<file path="config.mk">
export PLATFORM = sky130hd
export DESIGN_NAME = ecg_signal_loss_alarm
export DESIGN_NICKNAME = d
export VERILOG_FILES = /design/src/hdl/esla_pkg.sv /design/src/hdl/ecg_signal_loss_alarm.sv
export VERILOG_INCLUDE_DIRS = /design/src /design/src/hdl
export SDC_FILE = /design/constraint.sdc
export NUM_CORES = 1
export LEC_CHECK = 0
export ABC_AREA = 1
export BUFFER_PORTS_ARGS = -buffer_cell sky130_fd_sc_hd__buf_4
export CORE_ASPECT_RATIO = 0.6
export CORE_MARGIN = 4
export CORE_UTILIZATION = 40
export CTS_CLUSTER_DIAMETER = 120
export DETAILED_ROUTE_END_ITERATION = 8
export SYNTH_ARGS = -nofsm -noshare
export SYNTH_HDL_FRONTEND = slang
export SYNTH_SLANG_ARGS = --single-unit
</file>
<file path="constraint.sdc">
create_clock -name clk -period 8.6 [get_ports clk]
set_input_delay 0.43 -clock clk [delete_from_list [all_inputs] [get_ports clk]]
set_output_delay 0.43 -clock clk [all_outputs]
set_load 0.01 [all_outputs]
</file>
<file path="src/hdl/assert_macros.svh">
// Assertion macros used by the RTL of the signal-loss alarm.
// Depends on nothing; define NO_ASSERTIONS to compile them away.
`ifndef ASSERT_MACROS_SVH
`define ASSERT_MACROS_SVH

`ifndef NO_ASSERTIONS

`define ASSERT_IMPLIES(label, clk, rst, ante, cons, msg) \
  label: assert property (@(posedge clk) disable iff (rst) (ante) |-> (cons)) \
    else $error(msg);

`define ASSERT_NEXT(label, clk, rst, ante, cons, msg) \
  label: assert property (@(posedge clk) disable iff (rst) (ante) |=> (cons)) \
    else $error(msg);

`else

`define ASSERT_IMPLIES(label, clk, rst, ante, cons, msg)

`define ASSERT_NEXT(label, clk, rst, ante, cons, msg)

`endif

`endif

</file>
<file path="src/hdl/esla_pkg.sv">
// Types and constants of the ECG signal-loss alarm.
// Used by ecg_signal_loss_alarm, its checker and its test; depends on nothing.
package esla_pkg;

  typedef enum logic [1:0] {
    MODE_SILENT = 2'd0,
    MODE_NOSIG  = 2'd1,
    MODE_RATE   = 2'd2
  } mode_t;

  typedef enum logic [1:0] {
    STATUS_NORMAL = 2'd0,
    STATUS_TACHY  = 2'd1,
    STATUS_BRADY  = 2'd2,
    STATUS_NOSIG  = 2'd3
  } status_t;

  typedef enum logic [2:0] {
    REG_TICK       = 3'd0,
    REG_WARMUP     = 3'd1,
    REG_FIRST_BEAT = 3'd2,
    REG_BEAT_TO    = 3'd3,
    REG_RAIL_LOW   = 3'd4,
    REG_RAIL_HIGH  = 3'd5,
    REG_RAIL_TRIP  = 3'd6,
    REG_RAIL_MAX   = 3'd7
  } reg_index_t;

  localparam int unsigned ADDR_BITS = 5;
  localparam int unsigned DATA_BITS = 32;
  localparam int unsigned RAIL_BITS = 12;
  localparam int unsigned CLIP_BITS = 13;
  localparam int unsigned TIME_BITS = 32;
  localparam int unsigned PHASE_BITS = 16;

  localparam logic [7:0]            TICK_RESET       = 8'd2;
  localparam logic [15:0]           WARMUP_RESET     = 16'd3000;
  localparam logic [15:0]           FIRST_BEAT_RESET = 16'd6500;
  localparam logic [15:0]           BEAT_TO_RESET    = 16'd2500;
  localparam logic [RAIL_BITS-1:0]  RAIL_LOW_RESET   = 12'd30;
  localparam logic [RAIL_BITS-1:0]  RAIL_HIGH_RESET  = 12'd4065;
  localparam logic [CLIP_BITS-1:0]  RAIL_TRIP_RESET  = 13'd200;
  localparam logic [CLIP_BITS-1:0]  RAIL_MAX_RESET   = 13'd5000;

  localparam logic [PHASE_BITS-1:0] NOSIG_ON_MS  = 16'd200;
  localparam logic [PHASE_BITS-1:0] NOSIG_OFF_MS = 16'd800;
  localparam logic [PHASE_BITS-1:0] RATE_ON_MS   = 16'd100;
  localparam logic [PHASE_BITS-1:0] RATE_OFF_MS  = 16'd300;

endpackage

</file>
<file path="src/hdl/ecg_signal_loss_alarm.sv">
// ECG signal-loss alarm: timeouts, rail-clip counting and buzzer cadence.
// Depends on esla_pkg and assert_macros.svh.
// Each accepted sample word's result word is registered and valid in the next cycle.
// Throughput is one word per cycle; the output register takes a new word at the edge
// where its previous result leaves, so only a stalled full output holds input.
// Synchronous active-high reset restores register defaults and clears state.
`include "assert_macros.svh"

module ecg_signal_loss_alarm #(
  parameter int unsigned SAMPLE_BITS = 12
) (
  input  logic                               clk,
  input  logic                               rst,
  input  logic                               psel,
  input  logic                               penable,
  input  logic                               pwrite,
  input  logic [esla_pkg::ADDR_BITS-1:0]     paddr,
  input  logic [esla_pkg::DATA_BITS-1:0]     pwdata,
  output logic [esla_pkg::DATA_BITS-1:0]     prdata,
  output logic                               pready,
  input  logic                               in_valid,
  output logic                               in_stall,
  input  logic [SAMPLE_BITS-1:0]             adc_sample,
  input  logic                               beat_updated,
  input  logic [1:0]                         rate_status,
  output logic                               out_valid,
  input  logic                               out_stall,
  output logic                               no_signal,
  output logic [1:0]                         alert_mode,
  output logic                               buzzer_on
);

  localparam int unsigned CMP_BITS =
    (SAMPLE_BITS > esla_pkg::RAIL_BITS) ? SAMPLE_BITS : esla_pkg::RAIL_BITS;

  logic [7:0]                          tick_ms;
  logic [15:0]                         warmup_ms;
  logic [15:0]                         first_beat_timeout_ms;
  logic [15:0]                         beat_timeout_ms;
  logic [esla_pkg::RAIL_BITS-1:0]      rail_low;
  logic [esla_pkg::RAIL_BITS-1:0]      rail_high;
  logic [esla_pkg::CLIP_BITS-1:0]      rail_trip;
  logic [esla_pkg::CLIP_BITS-1:0]      rail_max;

  logic [esla_pkg::TIME_BITS-1:0]      time_ms, time_ms_next;
  logic [esla_pkg::TIME_BITS-1:0]      last_beat_ms, last_beat_ms_next;
  logic                                beat_seen, beat_seen_next;
  logic [esla_pkg::CLIP_BITS-1:0]      clip_count, clip_count_next;
  esla_pkg::mode_t                     cadence_mode, cadence_mode_next;
  logic                                buzz_level, buzz_level_next;
  logic [esla_pkg::PHASE_BITS-1:0]     cadence_ms, cadence_ms_next;

  logic                                accept;
  logic                                cfg_write;
  esla_pkg::reg_index_t                cfg_sel;
  logic [CMP_BITS-1:0]                 sample_x, low_x, high_x;
  logic                                clipped;
  logic                                warm;
  logic                                forced;
  logic [esla_pkg::TIME_BITS-1:0]      beat_age;
  esla_pkg::mode_t                     mode;
  logic                                lvl_start;
  logic [esla_pkg::PHASE_BITS-1:0]     ph_start, ph_adv, on_ms, off_ms;

  assign pready    = 1'b1;
  assign cfg_write = psel && penable && pwrite && pready;
  assign cfg_sel   = esla_pkg::reg_index_t'(paddr[4:2]);
  assign in_stall  = out_valid && out_stall;
  assign accept    = in_valid && !in_stall;

  always_comb begin
    unique case (cfg_sel)
      esla_pkg::REG_TICK:       prdata = {24'd0, tick_ms};
      esla_pkg::REG_WARMUP:     prdata = {16'd0, warmup_ms};
      esla_pkg::REG_FIRST_BEAT: prdata = {16'd0, first_beat_timeout_ms};
      esla_pkg::REG_BEAT_TO:    prdata = {16'd0, beat_timeout_ms};
      esla_pkg::REG_RAIL_LOW:   prdata = {20'd0, rail_low};
      esla_pkg::REG_RAIL_HIGH:  prdata = {20'd0, rail_high};
      esla_pkg::REG_RAIL_TRIP:  prdata = {19'd0, rail_trip};
      esla_pkg::REG_RAIL_MAX:   prdata = {19'd0, rail_max};
      default:                  prdata = '0;
    endcase
  end

  always_ff @(posedge clk) begin
    if (rst) begin
      tick_ms               <= esla_pkg::TICK_RESET;
      warmup_ms             <= esla_pkg::WARMUP_RESET;
      first_beat_timeout_ms <= esla_pkg::FIRST_BEAT_RESET;
      beat_timeout_ms       <= esla_pkg::BEAT_TO_RESET;
      rail_low              <= esla_pkg::RAIL_LOW_RESET;
      rail_high             <= esla_pkg::RAIL_HIGH_RESET;
      rail_trip             <= esla_pkg::RAIL_TRIP_RESET;
      rail_max              <= esla_pkg::RAIL_MAX_RESET;
    end else if (cfg_write) begin
      unique case (cfg_sel)
        esla_pkg::REG_TICK:       tick_ms               <= pwdata[7:0];
        esla_pkg::REG_WARMUP:     warmup_ms             <= pwdata[15:0];
        esla_pkg::REG_FIRST_BEAT: first_beat_timeout_ms <= pwdata[15:0];
        esla_pkg::REG_BEAT_TO:    beat_timeout_ms       <= pwdata[15:0];
        esla_pkg::REG_RAIL_LOW:   rail_low              <= pwdata[esla_pkg::RAIL_BITS-1:0];
        esla_pkg::REG_RAIL_HIGH:  rail_high             <= pwdata[esla_pkg::RAIL_BITS-1:0];
        esla_pkg::REG_RAIL_TRIP:  rail_trip             <= pwdata[esla_pkg::CLIP_BITS-1:0];
        esla_pkg::REG_RAIL_MAX:   rail_max              <= pwdata[esla_pkg::CLIP_BITS-1:0];
        default: ;
      endcase
    end
  end

  always_comb begin
    time_ms_next      = time_ms + {24'd0, tick_ms};
    last_beat_ms_next = beat_updated ? time_ms_next : last_beat_ms;
    beat_seen_next    = beat_seen || beat_updated;

    sample_x = CMP_BITS'(adc_sample);
    low_x    = CMP_BITS'(rail_low);
    high_x   = CMP_BITS'(rail_high);
    clipped  = (sample_x < low_x) || (sample_x > high_x);

    if (clipped) begin
      clip_count_next = (clip_count < rail_max) ? clip_count + 1'b1 : clip_count;
    end else begin
      clip_count_next = (clip_count != '0) ? clip_count - 1'b1 : clip_count;
    end

    warm     = time_ms_next >= {16'd0, warmup_ms};
    beat_age = time_ms_next - last_beat_ms_next;
    forced   = warm && ((!beat_seen_next && (time_ms_next >= {16'd0, first_beat_timeout_ms}))
                     || (beat_seen_next && (beat_age >= {16'd0, beat_timeout_ms}))
                     || (clip_count_next >= rail_trip));

    if (forced || rate_status == esla_pkg::STATUS_NOSIG) begin
      mode = esla_pkg::MODE_NOSIG;
    end else if (rate_status == esla_pkg::STATUS_TACHY ||
                 rate_status == esla_pkg::STATUS_BRADY) begin
      mode = esla_pkg::MODE_RATE;
    end else begin
      mode = esla_pkg::MODE_SILENT;
    end

    lvl_start = (mode != cadence_mode) ? 1'b1 : buzz_level;
    ph_start  = (mode != cadence_mode) ? '0 : cadence_ms;
    on_ms     = (mode == esla_pkg::MODE_NOSIG) ? esla_pkg::NOSIG_ON_MS : esla_pkg::RATE_ON_MS;
    off_ms    = (mode == esla_pkg::MODE_NOSIG) ? esla_pkg::NOSIG_OFF_MS : esla_pkg::RATE_OFF_MS;
    ph_adv    = ph_start + {8'd0, tick_ms};

    if (!warm || mode == esla_pkg::MODE_SILENT) begin
      cadence_mode_next = esla_pkg::MODE_SILENT;
      buzz_level_next   = 1'b0;
      cadence_ms_next   = '0;
    end else begin
      cadence_mode_next = mode;
      if (lvl_start) begin
        buzz_level_next = !(ph_adv >= on_ms);
        cadence_ms_next = (ph_adv >= on_ms) ? '0 : ph_adv;
      end else begin
        buzz_level_next = ph_adv >= off_ms;
        cadence_ms_next = (ph_adv >= off_ms) ? '0 : ph_adv;
      end
    end
  end

  always_ff @(posedge clk) begin
    if (rst) begin
      time_ms      <= '0;
      last_beat_ms <= '0;
      beat_seen    <= 1'b0;
      clip_count   <= '0;
      cadence_mode <= esla_pkg::MODE_SILENT;
      buzz_level   <= 1'b0;
      cadence_ms   <= '0;
      out_valid    <= 1'b0;
    end else begin
      out_valid <= accept || (out_valid && out_stall);
      if (accept) begin
        time_ms      <= time_ms_next;
        last_beat_ms <= last_beat_ms_next;
        beat_seen    <= beat_seen_next;
        clip_count   <= clip_count_next;
        cadence_mode <= cadence_mode_next;
        buzz_level   <= buzz_level_next;
        cadence_ms   <= cadence_ms_next;
      end
    end
  end

  always_ff @(posedge clk) begin
    if (accept) begin
      no_signal  <= forced;
      alert_mode <= mode;
      buzzer_on  <= buzz_level_next;
    end
  end

  `ASSERT_IMPLIES(a_buzz_needs_mode, clk, rst, out_valid && buzzer_on, alert_mode != esla_pkg::MODE_SILENT, "buzzer on while silent")
  `ASSERT_IMPLIES(a_forced_mode, clk, rst, out_valid && no_signal, alert_mode == esla_pkg::MODE_NOSIG, "forced no-signal without no-signal mode")
  `ASSERT_IMPLIES(a_idle_cadence, clk, rst, cadence_mode == esla_pkg::MODE_SILENT, !buzz_level && cadence_ms == '0, "cadence state not cleared")
  `ASSERT_NEXT(a_accept_result, clk, rst, accept, out_valid, "accepted word produced no result")

endmodule

</file>
==> metrics, run 1 <==
clock buffer depth=3; non-filler cells, final=between 2000 and 3000; ys flop type=dfxtp_1; CTS sink cnt=208; CP Capture Type=register; reg2reg setup slack=0.52 ns; Port Buffer Count=62; R2R cell count=60; Core ar.=0.0376 mm²; WL/cell=17.5 µm; hpwl dp=roughly 39 mm; CP arrival=8.53 ns; Clock Root Buffer=clkbuf_16; Post-synth EDFFs=4; Peak Freq=124 MHz; detailed-route via count=15500; DR iter-0 viols=1663; critical-path maximum fanout=6; first-pass GRT wire length=78.3 mm; diode count=0; Post-Place Cells=2841; Final period util=93.9%; # IOs=just under 100; CTS tree=yes; Placed Area=0.0163 mm²; P_sw=roughly 1 mW; Cell Area, Synth=0.0152 mm²; Slew @ Worst Pin=1.28 ns; # setup viols final=0; cell area power density=around 170 mW/mm²; Final Cell Area=0.0174 mm²; ANT nets after route=0; commonest non-fill, non-tap cell in the layout=nand2_1; vias per inst=5.35; max-cap viol count=0; CTS buffer count=24; largest net degree at the start of global routing=104; worst endpoint required time=9.05 ns; Slew HR=14.3%; CP max stage cell=fa_2; Synth cell types=62; skew final=0.0214 ns; Avg Cell Area, Syn=6.65 µm²; Worst R2R End=cadence_ms[7]$_SDFFE_PP0P_; hold path depth=3; critical path class=register to register; Die Height=159 µm; area grow syn2layout=14.4%; total leakage power=8.47 nW; r2r startpoint=tick_ms[0]$_SDFFE_PP0P_; register share of total power=between 30% and 40%; Switching Fraction=34.4%; min Tclk post-route=8.08 ns; RD Place Congestion=0.957; most frequent cells in the layout=nand2_1, inv_1, a21oi_1, o21ai_0, dfxtp_1; number of synthesis warnings=0; grt ovf=0; Worst Hold Path EP=first_beat_timeout_ms[13]$_SDFFE_PP0P_; Reg clk slew, reported paths=0.06 ns; Seq/Total Area, Yosys=27.6%; Total Wirelength=50.8 mm; combinational share of power=27.7%; CP most frequent cell=nand2_1; Seq cells post-synth=208; die width=260 µm; initial antenna violation count=1; Crit path largest cell delay=0.36 ns; drt first pass iters=6; CP startpoint kind=register; H-tree levels=1; Hold Buf Count CTS=0; Hold WC Path Type=input pin to register; proportion of power drawn by the clock network=37.5%; # rows=55; hold_sp=pwdata[13]; total track usage=roughly a quarter; status=completed; internal power=between 1.5 and 2 mW; DRC=0; nets=2558; full die area=0.0414 mm²; ys async rst share=0%; layout cells sized above 1=11.8%; vias in the first global route=13800; Initial Utilization=40.5%; Syn Inst Count=between 2000 and 2500; Slew Viols, Final=0; Peak VDD IR=0.129 mV; worst-skew pair later-pin latency=0.55 ns; Final Hold Fails=0
==> cell families (layout without fill, tap and decap cells) <==
group / after synthesis / count (layout) / synth area share (%)
adders and majority gates: 136 / 136 / 11.3
DFF: 208 / 208 / 27.6
other: 2 / 17 / 0.0493
xor gates and xnor gates: 50 / 50 / 2.92
and+or+nand+nor: 842 / 843 / 24.7
AOI/OAI and AO/OA: 575 / 575 / 21.0
buffers and inverters: 476 / 549 / 12.2
muxes: 3 / 3 / 0.197
==> synth_stat cells, types with 3 or more instances <==
master,instances,share of area (%)
o21ai_1,4,0.13
a211oi_1,6,0.30
o21ai_0,214,7.0
nor2_1,182,4.5
o21bai_1,13,0.64
nor4_1,11,0.45
xnor2_1,9,0.52
nand4_1,37,1.5
nand3b_1,8,0.39
buf_1,5,0.12
nand2_4,5,0.37
nand3_1,103,3.4
clkinv_1,7,0.17
a21oi_1,231,7.6
nor2_2,10,0.41
buf_4,17,0.84
nand2_2,35,1.4
xor2_1,40,2.3
clkbuf_1,56,1.4
a21oi_2,3,0.17
a21o_1,7,0.34
nand2_1,390,9.6
a22oi_1,6,0.30
o211ai_1,25,1.2
or2_2,3,0.12
o22ai_1,26,1.1
o31ai_1,6,0.30
mux2i_1,3,0.20
a31oi_1,4,0.16
dfxtp_1,204,27
ha_1,133,11
o21a_1,4,0.20
fa_1,3,0.39
nand3_2,8,0.53
inv_1,377,9.3
nor3_1,37,1.2
a221oi_1,13,0.75
edfxtp_1,4,0.79
inv_2,12,0.30
==> worst max-delay path, delay by kind of cell, from the launching register on <==
kind | cells | cell delay, ns
AOI/OAI and AO/OA | 11 | 1.38
xor gates and xnor gates | 3 | 0.49
and+or+nand+nor | 36 | 3.44
adders and majority gates | 6 | 1.84
DFF | 1 | 0.34
muxes | 1 | 0.22
buffers and inverters | 3 | 0.23
==> stage by stage <==
step                utilization [%]  hold slack [ns]  worst slack (ns)  total power [mW]  TNS, ns
global placement               43.4            0.437             0.377              1.81        0
detailed placement             43.4            0.443             0.208              1.83        0
floorplan                         -            0.424              1.01              1.59        0
global route                   46.3            0.197           -0.0677              3.13   -0.404
finish                         46.3            0.166             0.522              2.97        0
CTS                            45.6            0.149             0.178              2.94        0
==> repair_timing <==
item,4_1_cts,5_1_grt
resized for setup,0,46
setup endpoints to repair,0,12
buffers inserted,0,8
==> area by class of cell <==
cell class,count,area (µm²)
Clock buffer,33,717
Clock inverter,11,121
Fill cell,3872,20200
Inverter,396,1490
Multi-Input combinational cell,1624,9430
Sequential cell,208,4210
Tap cell,513,642
Timing Repair Buffer,109,822
==> power groups by stage <==
| stage | logic, mW | registers, mW | clock network [mW] |
|---|---|---|---|
| 2_1_floorplan | 0.547 | 1.05 | 0 |
| 6_report | 0.821 | 1.03 | 1.11 |
| 5_1_grt | 0.920 | 1.04 | 1.17 |
| 3_5_place_dp | 0.771 | 1.05 | 0 |
| 4_1_cts | 0.777 | 1.03 | 1.13 |
| 3_3_place_gp | 0.753 | 1.05 | 0 |
==> metal layers <==
| metal | up-vias | wire length [µm] | share of wire, % | global-route usage [%] |
|---|---|---|---|---|
| li1 | 7688 | - | - | - |
| met1 | 7153 | 26500 | 52 | 39.7 |
| met2 | 593 | 17900 | 35 | 29.3 |
| met3 | 56 | 5570 | 11 | 6.04 |
| met4 | 4 | 827 | 1.6 | 3.72 |
| met5 | - | 21 | 0.041 | 0 |
==> state kept, by name, indices dropped and copies added, names as in the netlist, 13 cells and up <==
register	flops
beat_timeout_ms	16
cadence_ms	16
clip_count	13
first_beat_timeout_ms	16
last_beat_ms	32
rail_max	13
rail_trip	13
time_ms	32
warmup_ms	16
==> worst max-delay path by stage <==
| stage | start | endpoint | slack (ns) | cells past startpoint |
|---|---|---|---|---|
| global placement | tick_ms[1]$_SDFFE_PP1P_ | cadence_ms[2]$_SDFFE_PP0P_ | 0.38 | 59 |
| finish | tick_ms[0]$_SDFFE_PP0P_ | cadence_ms[7]$_SDFFE_PP0P_ | 0.52 | 60 |
| detailed placement | tick_ms[1]$_SDFFE_PP1P_ | cadence_ms[0]$_SDFFE_PP0P_ | 0.21 | 56 |
| CTS | tick_ms[1]$_SDFFE_PP1P_ | cadence_ms[7]$_SDFFE_PP0P_ | 0.18 | 56 |
| floorplan | tick_ms[0]$_SDFFE_PP0P_ | buzzer_on$_DFFE_PP_ | 1.01 | 60 |
| global route | tick_ms[0]$_SDFFE_PP0P_ | cadence_ms[6]$_SDFFE_PP0P_ | -0.07 | 60 |
Note: power is estimated with default switching activity, not from simulation.
==> run 2: changes to the inputs <==
Settings changed: CORE_UTILIZATION 40 to 55, PLACE_DENSITY from default to 0.73.
==> run 2 against run 1 <==
  * Clock-buffer cell count decreased by 3
  * Register-to-register slack worse by 0.02 ns
  * Sequential share of layout area increased by 0.68 points
  * Clock skew down 0.0090 ns
  * First-iteration DRC count grew 8.5%
  * Critical endpoint is now cadence_ms[3]$_SDFFE_PP0P_
  * Clock power shrank 12%
  * Largest power group is now registers
  * Utilization grew 17 points
==> metrics, run 2 (same netlist as run 1, synthesis figures left out) <==
status=completed; Hold Buf Count CTS=0; first-pass GRT wire length=about 75 mm; Final Hold Fails=0; CP arrival=about 8.6 ns; CP Buf/Inv Count=1; min Tclk post-route=8.10 ns; delay-heaviest family, CP=simple AND/OR/NAND/NOR gates; Levels on crit path=55; CP startpoint kind=register; combinational share of power=28.6%; vias in the first global route=13700; largest net degree at the start of global routing=125; Reg clk slew, reported paths=0.06 ns; detailed-route via count=15800; CTS sink cnt=208; Total Wirelength=49.0 mm; CP most frequent cell=nand2_1; most frequent cells in the layout=nand2_1, inv_1, a21oi_1, o21ai_0, dfxtp_1; drt first pass iters=6; PnR Total Power=2.82 mW; # IOs=98; Core ar.=approximately 0.027 mm²; RD Place Congestion=between 1 and 1.5; total leakage power=8.30 nW; critical-path maximum fanout=6; hold path depth=3; CP Capture Type=register; commonest non-fill, non-tap cell in the layout=nand2_1; area occupied by multi-input gates=around 0.0094 mm²; # setup viols final=0; H-tree levels=1; internal power=1.84 mW; Slew @ Worst Pin=about 1.3 ns; WL/cell=around 18 µm; DR iter-0 viols=1805; final core utilization=63.2%; # rows=46; Initial Utilization=roughly 57%; CTS buffer count=23; Switching Fraction=34.9%; dpl ws=0.193 ns; register share of total power=between 30% and 40%; Peak VDD IR=0.141 mV; DRC=0; setup ws final=0.498 ns; R2R cell count=55; proportion of power drawn by the clock network=a little over a third; nets=2542; skew final=0.0124 ns; diode count=0; clock buffer depth=3; Slew HR=11.9%; Hold WC Path Type=input pin to register; Placed Area=about 0.016 mm²; CP max stage cell=ha_1; full die area=0.0305 mm²; Post-Place Cells=2676; max-cap viol count=0; setup TNS=0 ns; non-filler cells, final=2720; P_sw=984 µW; area grow syn2layout=11.3%; Final Cell Area=0.0170 mm²; Crit path largest cell delay=roughly 0.44 ns; hpwl dp=37.9 mm; final hold slack=0.154 ns; Clock Root Buffer=clkbuf_16; Die Height=137 µm; worst-skew pair later-pin latency=roughly 0.53 ns; Peak Freq=about 120 MHz; layout cells sized above 1=10.6%; register area=0.00421 mm²; Final period util=roughly 94%; Slew Viols, Final=0; die width=223 µm; cell area power density=166 mW/mm²; grt ovf=0; critical path class=register to register; total track usage=30.9%; initial antenna violation count=0; FILL cells=between 2000 and 2500; Largest regs=last_beat_ms x32, time_ms x32; ANT nets after route=0; Port Buffer Count=62; worst endpoint required time=9.06 ns; vias per inst=5.81; CTS tree=yes
[run 2: changes by cell type in the layout (fill, tap and decap cells not counted), moves of 4 or more]
cell	before	now
buf_4	108	93
xor2_2	8	3
nor2_1	181	177
nor2_2	10	14
xor2_1	33	37
[run 2: final timing paths]
check        slack, ns                   startpoint                                     end
max               0.50      time_ms[6]$_SDFFE_PP0P_              cadence_ms[3]$_SDFFE_PP0P_
min               0.15                   pwdata[13]  first_beat_timeout_ms[13]$_SDFFE_PP0P_
max reg2reg       0.50      time_ms[6]$_SDFFE_PP0P_              cadence_ms[3]$_SDFFE_PP0P_
min reg2reg       0.45  cadence_ms[15]$_SDFFE_PP0P_             cadence_ms[15]$_SDFFE_PP0P_
[run 2: tightest hold or removal path: cells and delay by family]
family	cells	cell delay, ns
buf+inv	1	0.09
simple gates	2	0.12
[run 2: area by class of cell]
| cell class | instances | area share (%) |
|---|---|---|
| multi-input cells | 1624 | 55.4 |
| flip-flops and latches | 208 | 24.8 |
| inverters | 396 | 8.77 |
| repair buffers | 94 | 4.18 |
| clock buffers | 30 | 3.73 |
| well taps | 360 | 2.66 |
| clock inverters | 8 | 0.465 |
[run 2: what timing repair did]
action,4_1_cts,5_1_grt
setup buffers,0,5
gates resized for setup,0,41
setup endpoints to repair,0,12
[run 2: layer usage]
metal | part of all wire, % | wire, µm | up-vias | track usage (%)
li1 | - | - | 7667 | -
met1 | 48 | 23600 | 7290 | 49.7
met2 | 37 | 17900 | 814 | 39.8
met3 | 14 | 7040 | 39 | 10.2
met4 | 0.91 | 447 | 0 | 3.63
met5 | 0 | 0 | - | 0
[run 2: power groups by stage]
stage	Combinational (mW)	Sequential (mW)	Clock, mW
3_5_place_dp	0.761	1.06	0
2_1_floorplan	0.547	1.05	0
4_1_cts	0.765	1.03	0.981
3_3_place_gp	0.736	1.05	0
6_report	0.805	1.04	0.979
5_1_grt	0.896	1.04	1.02
